**config.mk**
```make
export PLATFORM = sky130hd
export DESIGN_NAME = der_tlv_stream_walker
export DESIGN_NICKNAME = d
export VERILOG_FILES = /design/src/hw/rtl/dtw_pkg.sv /design/src/hw/rtl/dtw_fifo.sv /design/src/hw/rtl/dtw_core.sv /design/src/hw/rtl/der_tlv_stream_walker.sv
export SDC_FILE = /design/constraint.sdc
export NUM_CORES = 2
export LEC_CHECK = 0
export BUFFER_PORTS_ARGS = -buffer_cell sky130_fd_sc_hd__buf_2
export CAP_MARGIN = 20
export CORE_ASPECT_RATIO = 1.1
export CORE_MARGIN = 5
export CORE_UTILIZATION = 66
export CTS_CLUSTER_DIAMETER = 60
export CTS_CLUSTER_SIZE = 16
export DETAILED_ROUTE_END_ITERATION = 16
export GPL_TIMING_DRIVEN = 0
export PLACE_DENSITY_LB_ADDON = 0.08
export REMOVE_ABC_BUFFERS = 1
export SYNTH_ARGS = -nofsm -noshare
export SYNTH_HDL_FRONTEND = slang
export SYNTH_SLANG_ARGS = --single-unit
```
**constraint.sdc**
```tcl
create_clock -name clock -period 12.79 [get_ports clock]
set_input_delay 0 -clock clock [delete_from_list [all_inputs] [get_ports clock]]
set_output_delay 0 -clock clock [all_outputs]
set_load 0.01 [all_outputs]
```
**src/hw/rtl/dtw_pkg.sv**
```systemverilog
package dtw_pkg;

   localparam int unsigned FIFO_DEPTH = 4;
   localparam int unsigned FIFO_PTR_W = $clog2(FIFO_DEPTH);
   localparam int unsigned FIFO_CNT_W = $clog2(FIFO_DEPTH + 1);

   localparam logic [0:0] CSR_BUFFER_LENGTH = 1'b0;

   localparam logic [1:0] KIND_HEADER  = 2'd0;
   localparam logic [1:0] KIND_ERROR   = 2'd1;
   localparam logic [1:0] KIND_SUMMARY = 2'd2;

   localparam logic [1:0] ERR_NONE      = 2'd0;
   localparam logic [1:0] ERR_LEN_COUNT = 2'd1;
   localparam logic [1:0] ERR_TRUNCATED = 2'd2;
   localparam logic [1:0] ERR_OVERRUN   = 2'd3;

   localparam logic [2:0] HDR_SATURATE = 3'd7;
   localparam logic [6:0] LONG_COUNT_MASK = 7'h7f;
   localparam logic [31:0] LEN_SHIFT_LIMIT = 32'h00ff_ffff;

   typedef enum logic [4:0] {
      PH_TAG     = 5'b00001,
      PH_LEN     = 5'b00010,
      PH_LONG    = 5'b00100,
      PH_CONTENT = 5'b01000,
      PH_HALT    = 5'b10000
   } phase_type;

   typedef struct packed {
      logic [1:0]  record_kind;
      logic [7:0]  tag_byte;
      logic [31:0] content_length;
      logic [2:0]  header_bytes;
      logic [31:0] element_offset;
      logic [1:0]  error_code;
      logic [31:0] item_count;
      logic        last_record;
   } record_type;

   typedef struct packed {
      logic       push0;
      logic       push1;
      record_type rec0;
      record_type rec1;
   } step_out_type;

   typedef struct packed {
      logic        restart;
      logic [31:0] length;
   } cfg_type;

endpackage

```
**src/hw/rtl/dtw_fifo.sv**
```systemverilog
module dtw_fifo
   import dtw_pkg::*;
(
   input  logic         clock,
   input  logic         reset,
   input  step_out_type step,
   input  logic         pop,
   output logic         not_empty,
   output logic         has_room,
   output record_type   head
);

   record_type            mem_ff [FIFO_DEPTH];
   logic [FIFO_PTR_W-1:0] wr_ptr_ff, wr_ptr_in;
   logic [FIFO_PTR_W-1:0] rd_ptr_ff, rd_ptr_in;
   logic [FIFO_CNT_W-1:0] count_ff, count_in;
   logic [FIFO_PTR_W-1:0] wr_ptr_next;
   logic                  do_pop;

   assign not_empty   = (count_ff != '0);
   assign has_room    = (count_ff <= FIFO_CNT_W'(FIFO_DEPTH - 2));
   assign head        = mem_ff[rd_ptr_ff];
   assign do_pop      = pop && not_empty;
   assign wr_ptr_next = wr_ptr_ff + FIFO_PTR_W'(1);

   always_comb begin
      wr_ptr_in = wr_ptr_ff + FIFO_PTR_W'(step.push0) + FIFO_PTR_W'(step.push1);
      rd_ptr_in = rd_ptr_ff + FIFO_PTR_W'(do_pop);
      count_in  = count_ff + FIFO_CNT_W'(step.push0) + FIFO_CNT_W'(step.push1)
                  - FIFO_CNT_W'(do_pop);
   end

   always_ff @(posedge clock) begin
      if (reset) begin
         wr_ptr_ff <= '0;
         rd_ptr_ff <= '0;
         count_ff  <= '0;
      end else begin
         wr_ptr_ff <= wr_ptr_in;
         rd_ptr_ff <= rd_ptr_in;
         count_ff  <= count_in;
      end
   end

   always_ff @(posedge clock) begin
      if (step.push0) begin
         mem_ff[wr_ptr_ff] <= step.rec0;
      end
      if (step.push1) begin
         mem_ff[wr_ptr_next] <= step.rec1;
      end
   end

   a_push_order: assert property (@(posedge clock) disable iff (reset)
      step.push1 |-> step.push0)
      else $error("second record pushed without first");

   a_no_overflow: assert property (@(posedge clock) disable iff (reset)
      count_ff <= FIFO_CNT_W'(FIFO_DEPTH))
      else $error("record queue overflow");

endmodule

```
**src/hw/rtl/dtw_core.sv**
```systemverilog
module dtw_core
   import dtw_pkg::*;
#(
   parameter int unsigned MAX_LENGTH_BYTES = 4
) (
   input  logic         clock,
   input  logic         reset,
   input  cfg_type      cfg,
   input  logic [31:0]  buffer_length,
   input  logic         fire,
   input  logic [7:0]   data_byte,
   output step_out_type step
);

   localparam int unsigned LEFT_W = $clog2(MAX_LENGTH_BYTES + 1);

   phase_type         phase_ff, phase_in;
   logic [31:0]       offset_ff, offset_in;
   logic [31:0]       bytes_left_ff, bytes_left_in;
   logic [LEFT_W-1:0] len_left_ff, len_left_in;
   logic [31:0]       acc_ff, acc_in;
   logic [31:0]       content_ff, content_in;
   logic [7:0]        tag_ff, tag_in;
   logic [31:0]       start_ff, start_in;
   logic [31:0]       total_ff, total_in;
   logic [1:0]        werr_ff, werr_in;

   logic        last;
   logic        err_hit;
   logic [1:0]  err_code;
   logic [2:0]  hdr;
   logic        finish;
   logic        hdr_ok;
   logic [6:0]  long_count;
   logic [31:0] span;
   record_type  main_rec;
   record_type  summary_rec;

   assign last       = (bytes_left_ff == 32'd1);
   assign long_count = data_byte[6:0] & LONG_COUNT_MASK;
   assign span       = offset_ff - start_ff;

   always_comb begin
      phase_in      = phase_ff;
      offset_in     = offset_ff;
      bytes_left_in = bytes_left_ff;
      len_left_in   = len_left_ff;
      acc_in        = acc_ff;
      content_in    = content_ff;
      tag_in        = tag_ff;
      start_in      = start_ff;
      total_in      = total_ff;
      werr_in       = werr_ff;
      err_hit       = 1'b0;
      err_code      = ERR_NONE;
      hdr           = 3'd0;
      finish        = 1'b0;
      hdr_ok        = 1'b0;

      if (fire && (bytes_left_ff != '0)) begin
         offset_in     = offset_ff + 32'd1;
         bytes_left_in = bytes_left_ff - 32'd1;
         case (phase_ff)
            PH_TAG: begin
               tag_in   = data_byte;
               start_in = offset_ff;
               acc_in   = '0;
               hdr      = 3'd1;
               if (last) begin
                  err_hit  = 1'b1;
                  err_code = ERR_TRUNCATED;
               end else begin
                  phase_in = PH_LEN;
               end
            end
            PH_LEN: begin
               hdr = 3'd2;
               if (!data_byte[7]) begin
                  acc_in = {24'd0, data_byte};
                  finish = 1'b1;
               end else if ((long_count == '0) ||
                            (long_count > 7'(MAX_LENGTH_BYTES))) begin
                  err_hit  = 1'b1;
                  err_code = ERR_LEN_COUNT;
               end else if ({25'd0, long_count} >= bytes_left_ff) begin
                  err_hit  = 1'b1;
                  err_code = ERR_TRUNCATED;
               end else begin
                  len_left_in = long_count[LEFT_W-1:0];
                  acc_in      = '0;
                  phase_in    = PH_LONG;
               end
            end
            PH_LONG: begin
               if (acc_ff > LEN_SHIFT_LIMIT) begin
                  acc_in = '1;
               end else begin
                  acc_in = {acc_ff[23:0], data_byte};
               end
               len_left_in = len_left_ff - LEFT_W'(1);
               hdr = (span >= 32'd6) ? HDR_SATURATE : (span[2:0] + 3'd1);
               if (len_left_in == '0) begin
                  finish = 1'b1;
               end
            end
            PH_CONTENT: begin
               content_in = content_ff - 32'd1;
               if (content_in == '0) begin
                  phase_in = PH_TAG;
               end
            end
            default: begin
            end
         endcase

         if (finish) begin
            if (acc_in >= bytes_left_ff) begin
               err_hit  = 1'b1;
               err_code = ERR_OVERRUN;
            end else begin
               hdr_ok     = 1'b1;
               total_in   = total_ff + 32'd1;
               content_in = acc_in;
               phase_in   = (acc_in != '0) ? PH_CONTENT : PH_TAG;
            end
         end
         if (err_hit) begin
            werr_in  = err_code;
            phase_in = PH_HALT;
         end
      end

      if (cfg.restart) begin
         phase_in      = PH_TAG;
         offset_in     = '0;
         bytes_left_in = cfg.length;
         len_left_in   = '0;
         acc_in        = '0;
         content_in    = '0;
         tag_in        = '0;
         start_in      = '0;
         total_in      = '0;
         werr_in       = ERR_NONE;
      end
   end

   always_comb begin
      main_rec.record_kind    = err_hit ? KIND_ERROR : KIND_HEADER;
      main_rec.tag_byte       = tag_in;
      main_rec.content_length = (err_hit && (err_code != ERR_OVERRUN)) ? 32'd0 : acc_in;
      main_rec.header_bytes   = hdr;
      main_rec.element_offset = start_in;
      main_rec.error_code     = err_hit ? err_code : ERR_NONE;
      main_rec.item_count     = total_in;
      main_rec.last_record    = 1'b0;

      summary_rec.record_kind    = KIND_SUMMARY;
      summary_rec.tag_byte       = '0;
      summary_rec.content_length = '0;
      summary_rec.header_bytes   = '0;
      summary_rec.element_offset = buffer_length;
      summary_rec.error_code     = werr_in;
      summary_rec.item_count     = total_in;
      summary_rec.last_record    = 1'b1;

      step.push0 = 1'b0;
      step.push1 = 1'b0;
      step.rec0  = main_rec;
      step.rec1  = summary_rec;
      if (fire && (bytes_left_ff != '0)) begin
         if (err_hit || hdr_ok) begin
            step.push0 = 1'b1;
            step.push1 = last;
         end else if (last) begin
            step.push0 = 1'b1;
            step.rec0  = summary_rec;
         end
      end
   end

   always_ff @(posedge clock) begin
      if (reset) begin
         phase_ff      <= PH_TAG;
         offset_ff     <= '0;
         bytes_left_ff <= '0;
         len_left_ff   <= '0;
         acc_ff        <= '0;
         content_ff    <= '0;
         tag_ff        <= '0;
         start_ff      <= '0;
         total_ff      <= '0;
         werr_ff       <= ERR_NONE;
      end else begin
         phase_ff      <= phase_in;
         offset_ff     <= offset_in;
         bytes_left_ff <= bytes_left_in;
         len_left_ff   <= len_left_in;
         acc_ff        <= acc_in;
         content_ff    <= content_in;
         tag_ff        <= tag_in;
         start_ff      <= start_in;
         total_ff      <= total_in;
         werr_ff       <= werr_in;
      end
   end

   a_halt_silent: assert property (@(posedge clock) disable iff (reset)
      (phase_ff == PH_HALT) |-> !(step.push0 && (step.rec0.record_kind != KIND_SUMMARY)))
      else $error("record other than summary after error");

   a_summary_last: assert property (@(posedge clock) disable iff (reset)
      step.push1 |-> (step.rec1.last_record && (step.rec0.record_kind != KIND_SUMMARY)))
      else $error("second record is not the summary");

endmodule

```
**src/hw/rtl/der_tlv_stream_walker.sv**
```systemverilog
// channel   direction  handshake                     payload
// req_      in         req_valid / req_ready         req_data_byte
// rsp_      out        rsp_valid / rsp_ready         rsp_record_kind .. rsp_last_record
// csr_      in         csr_psel / csr_penable        csr_paddr, csr_pwdata, csr_prdata
//
// One byte is taken per cycle while the queue has room; the walk step sits between the
// input register and a four-record output queue; a byte is registered, then its record.
// The final buffer byte can yield two records, which drain one per cycle on rsp_ready.
// Reset is synchronous and clears the walk and buffer_length to zero.
// The input stalls only while the output queue has fewer than two free slots.
module der_tlv_stream_walker
   import dtw_pkg::*;
#(
   parameter int unsigned MAX_LENGTH_BYTES = 4
) (
   input  logic        clock,
   input  logic        reset,

   input  logic        req_valid,
   output logic        req_ready,
   input  logic [7:0]  req_data_byte,

   output logic        rsp_valid,
   input  logic        rsp_ready,
   output logic [1:0]  rsp_record_kind,
   output logic [7:0]  rsp_tag_byte,
   output logic [31:0] rsp_content_length,
   output logic [2:0]  rsp_header_bytes,
   output logic [31:0] rsp_element_offset,
   output logic [1:0]  rsp_error_code,
   output logic [31:0] rsp_item_count,
   output logic        rsp_last_record,

   input  logic        csr_psel,
   input  logic        csr_penable,
   input  logic        csr_pwrite,
   input  logic [2:0]  csr_paddr,
   input  logic [31:0] csr_pwdata,
   output logic [31:0] csr_prdata,
   output logic        csr_pready
);

   logic         in_valid_ff, in_valid_in;
   logic [7:0]   in_byte_ff, in_byte_in;
   logic [31:0]  buf_len_ff, buf_len_in;
   logic         fire;
   logic         has_room;
   cfg_type      cfg;
   step_out_type step;
   record_type   head;

   assign csr_pready = 1'b1;
   assign csr_prdata = (csr_paddr[2] == CSR_BUFFER_LENGTH) ? buf_len_ff : 32'd0;

   assign cfg.restart = csr_psel && csr_penable && csr_pwrite
                        && (csr_paddr[2] == CSR_BUFFER_LENGTH);
   assign cfg.length  = csr_pwdata;

   assign fire      = in_valid_ff && has_room;
   assign req_ready = !in_valid_ff || fire;

   always_comb begin
      in_valid_in = in_valid_ff;
      in_byte_in  = in_byte_ff;
      buf_len_in  = buf_len_ff;
      if (fire) begin
         in_valid_in = 1'b0;
      end
      if (req_valid && req_ready) begin
         in_valid_in = 1'b1;
         in_byte_in  = req_data_byte;
      end
      if (cfg.restart) begin
         buf_len_in = csr_pwdata;
      end
   end

   always_ff @(posedge clock) begin
      if (reset) begin
         in_valid_ff <= 1'b0;
         buf_len_ff  <= '0;
      end else begin
         in_valid_ff <= in_valid_in;
         buf_len_ff  <= buf_len_in;
      end
   end

   always_ff @(posedge clock) begin
      in_byte_ff <= in_byte_in;
   end

   dtw_core #(
      .MAX_LENGTH_BYTES(MAX_LENGTH_BYTES)
   ) u_core (
      .clock         (clock),
      .reset         (reset),
      .cfg           (cfg),
      .buffer_length (buf_len_ff),
      .fire          (fire),
      .data_byte     (in_byte_ff),
      .step          (step)
   );

   dtw_fifo u_fifo (
      .clock     (clock),
      .reset     (reset),
      .step      (step),
      .pop       (rsp_ready),
      .not_empty (rsp_valid),
      .has_room  (has_room),
      .head      (head)
   );

   assign rsp_record_kind    = head.record_kind;
   assign rsp_tag_byte       = head.tag_byte;
   assign rsp_content_length = head.content_length;
   assign rsp_header_bytes   = head.header_bytes;
   assign rsp_element_offset = head.element_offset;
   assign rsp_error_code     = head.error_code;
   assign rsp_item_count     = head.item_count;
   assign rsp_last_record    = head.last_record;

endmodule
```
==> flow_summary_export.csv <==
group,metric,value,unit
run_status,status,"complete, no violations",
finish,fin_nets,3699,
worst_setup_path,critPathLaunchType,"register",
timing,worstMarginPinSlew,1.19,ns
clock_tree,clkSinkCount,702,
power,pwr-share-seq,0.453,
power,power.density,144,nW/um^2
logic_synthesis,synth_seq_cells,702,
clock_tree,root_buffer,"clkbuf_16",
placement,dp_slack,6.04,ns
worst_setup_path,crit_top_cell,"a21oi_1",
finish,nFillCells,3608,
timing,skew,0.0369,ns
worst_setup_path,crit_path_max_fanout,18,
die,core_area,51500,sq um
timing,fin_crit_sh,0.543,
die,dieArea,56800,sq um
logic_synthesis,yosys.area.top_type,"dfxtp_1",
detailed_routing,vias_per_cell,6.65,
worst_setup_path,critical_path_class,"register to register",
power,power.leakage,14.2,nW
die,die_height,249,um
power,switchingPower,1.72,mW
logic_synthesis,ys_seq_area_frac,0.488,
finish,antenna_cells,0,
placement,gp_congestion,0.950,
global_route,overflow,0,
placement,port_buffers,193,
timing,slew_violations,0,
logic_synthesis,synth_area,34400,sq um
placement,place_area,36100,sq um
logic_synthesis,synth_cell_type_count,101,
detailed_routing,drt_iter0_markers,3179,
logic_synthesis,yosysWarningCount,0,
clock_tree,cts_tree,"done",
global_route,grt_max_degree,83,
run,drv_cap,0,
logic_synthesis,async_flop_share,0,
clock_tree,path_clk_slew,0.07,ns
worst_hold_path,whs_path_depth,4,
worst_setup_path,cp_slowest_cell,"a21oi_1",
detailed_routing,wl_per_cell,23.8,um
worst_setup_path,critPathCaptureType,"register",
timing,rsz0062_at_grt,"false",
worst_setup_path,ff2ff_setup_slack,5.84,ns
detailed_routing,wl,101,mm
logic_synthesis,synth_edf_count,272,
power,p_sw_frac,0.313,
timing,finalWorstSetupSlack,5.84,ns
placement,place_inst,4131,
clock_tree,htreeDepth,2,
power,intPower,3.78,mW
detailed_routing,via_count,28353,
clock_tree,cts_made_buffers,52,
detailed_routing,drc,0,
clock_tree,post_cts_resized,0,
logic_synthesis,synth_most_common_cell,"nand2_1",
timing,finalSetupTns,0,ns
timing,setup_viol,0,
finish,final_cell_count_no_fill,4263,
power,clkPwrFrac,0.292,
worst_hold_path,hold_path.class,"input port to register",
detailed_routing,ant_nets,0,
die,initial_core_util,0.668,
die,placementRows,87,
worst_setup_path,reg2regPathDepth,23,
worst_setup_path,cp_cell_sequence,"inv_1 > ha_1 > nand2b_1 > a21o_1 > a21oi_1 > o2111ai_1 > nand3_1 > o2111ai_2 > a21oi_1 > inv_1 > ha_1 > a21oi_1 > o21ai_0 > a221oi_1 > nand2_1 > a31oi_1 > o31ai_4 > buf_16 > nor4_2 > buf_6 > nand4_1 > xor2_1 > nor2_1",
worst_hold_path,min_from,"csr_pwrite",
clock_tree,cts_buffer_depth,3,
logic_synthesis,synth_area_leaders,"dfxtp_1 (25%), edfxtp_1 (24%), mux4_2 (7.3%), nand2_1 (4.8%), nor2_1 (4.5%)",
die,die_w,228,um
worst_setup_path,regToRegEndpoint,"u_fifo.mem_ff[0][25]",
logic_synthesis,ys.flop_type,"dfxtp_1",
finish,drive_above_1_share,0.136,
logic_synthesis,postSynthCellCount,3473,
logic_synthesis,netlist.area_leader.share,0.250,
die,io_pins,197,
timing,fin_crit,6.95,ns
worst_setup_path,timing.rr.start,"in_byte_ff[0]",
global_route,grt_pass1_vias,27674,
timing,finalHoldViolCount,0,
timing,slew_headroom,0.206,
finish,syn2layout_area_growth,10.8,%
clock_tree,worst_skew_pair.late_latency,0.62,ns
placement,hpwl,67.9,mm
detailed_routing,dr.pass1.iters,8,
global_route,grt_pass1_wl,157,mm
power,ir_drop,0.116,mV
global_route,antenna_found_initial,0,
power,power.total,5.50,mW
power,pwr-share-comb,0.255,
worst_setup_path,required,13.15,ns
logic_synthesis,synth_area_per_cell,9.91,sq um
worst_setup_path,cpPeakStageDelay,0.87,ns
timing,fmax,144,MHz
global_route,grt_usage,0.348,
worst_setup_path,worstPathArrival,7.31,ns
logic_synthesis,synth_common_cells,"nand2_1 (441), dfxtp_1 (430), nor2_1 (415)",
finish,final_area,38100,sq um
worst_hold_path,min_to,"u_core.bytes_left_ff[2]",
[area by class of cell]
| cell class | count | area (sq um) | share of cell area |
|---|---|---|---|
| Sequential cell | 702 | 16800 | 0.440 |
| Clock buffer | 81 | 1450 | 0.0381 |
| Tap cell | 667 | 835 | 0.0219 |
| Inverter | 104 | 400 | 0.0105 |
| Clock inverter | 7 | 106 | 0.00279 |
| Multi-Input combinational cell | 2428 | 16300 | 0.427 |
| Timing Repair Buffer | 274 | 2260 | 0.0594 |
[logic make-up (layout without fill, tap and decap cells)]
group | after synthesis | in the layout | synth area share
AO/OA/AOI/OAI | 804 | 804 | 0.154
flip-flops | 702 | 702 | 0.488
adder cells (fa/ha/maj) | 87 | 87 | 0.0325
AND/OR/NAND/NOR | 1265 | 1265 | 0.168
buffers and inverters | 343 | 466 | 0.0420
XOR/XNOR | 109 | 109 | 0.0277
other | 1 | 1 | 0.000109
multiplexers | 162 | 162 | 0.0876
[power groups by stage]
stage          sequential [mW]  clock (mW)  combinational [mW]
5_1_grt                   2.50        1.70                1.50
4_1_cts                   2.49        1.61                1.39
6_report                  2.49        1.60                1.40
2_1_floorplan             2.56           0               0.875
3_3_place_gp              2.62           0                1.27
3_5_place_dp              2.54           0                1.37
[metal layers]
metal | up-vias | global-route usage | share of wire
met3 | 275 | 0.0564 | 0.097
met1 | 13730 | 0.472 | 0.38
met2 | 1645 | 0.563 | 0.48
met4 | 0 | 0.134 | 0.042
li1 | 12703 | - | -
met5 | - | 0 | 0
[timing repair]
item / CTS / global route
buffers inserted: 0 / 0
hold endpoints to repair: 75 / 0
hold buffers: 43 / 0
[worst max-delay path by stage]
stage / start / to / slack [ns] / cells after the start
after global placement: in_byte_ff[0] / u_core.total_ff[24] / 2.43 / 18
final: in_byte_ff[0] / u_fifo.mem_ff[0][25] / 5.84 / 23
after global routing: in_byte_ff[0] / u_fifo.mem_ff[3][25] / 5.57 / 23
after detailed placement: in_byte_ff[0] / u_fifo.mem_ff[2][25] / 6.04 / 23
after floorplan: in_byte_ff[0] / u_fifo.mem_ff[0][31] / 6.35 / 18
after CTS: in_byte_ff[0] / u_fifo.mem_ff[0][25] / 6.02 / 23
[worst max-delay path, delay by kind of cell (launching register included)]
family	cells	cell delay (ns)
and+or+nand+nor	6	1.39
buffers and inverters	4	0.68
DFF	1	0.62
adders and majority gates	2	0.64
xor gates and xnor gates	1	0.39
AOI/OAI and AO/OA	10	2.97
[cells in the final DEF (no fill, tap or decap), drive strengths merged, types with 8 or more instances in the layout]
master,instances
nand2,442
dfxtp,430
nor2,421
edfxtp,272
o21ai,232
buf,231
a21oi,207
a22o,145
mux4,111
inv,105
nor3,84
ha,83
clkbuf,81
nand3,71
xnor2,57
xor2,52
mux2i,49
nor2b,49
dlygate4sd3,43
and2,42
nand4,36
nor4,28
o22ai,24
o2bb2ai,21
and3,20
a31oi,20
a211oi,19
a21o,18
o31ai,16
nand2b,15
a22oi,13
or2,11
or3,10
o2111ai,10
and4,9
o21a,8
or4,8
[sequential cells by signal, indices dropped and copies added, names as in the netlist]
signal / cells
u_core.bytes_left_ff: 32
u_core.offset_ff: 32
u_core.tag_ff: 8
u_core.werr_ff: 2
buf_len_ff: 32
u_core.content_ff: 32
u_core.phase_ff: 5
u_fifo.rd_ptr_ff: 2
u_core.start_ff: 32
u_core.len_left_ff: 3
u_fifo.count_ff: 3
u_core.total_ff: 32
in_valid_ff: 1
u_core.acc_ff: 32
u_fifo.wr_ptr_ff: 2
u_fifo.mem_ff: 444
in_byte_ff: 8
[through the flow]
| step | hold slack [ns] | utilization |
|---|---|---|
| 2_1_floorplan | 0.0464 | - |
| 3_3_place_gp | 0.177 | 0.683 |
| 3_5_place_dp | 0.180 | 0.702 |
| 4_1_cts | 0.0159 | 0.740 |
| 5_1_grt | 0.0399 | 0.741 |
| 6_report | 0.0522 | 0.741 |
Note: power is estimated with default switching activity, not from simulation.
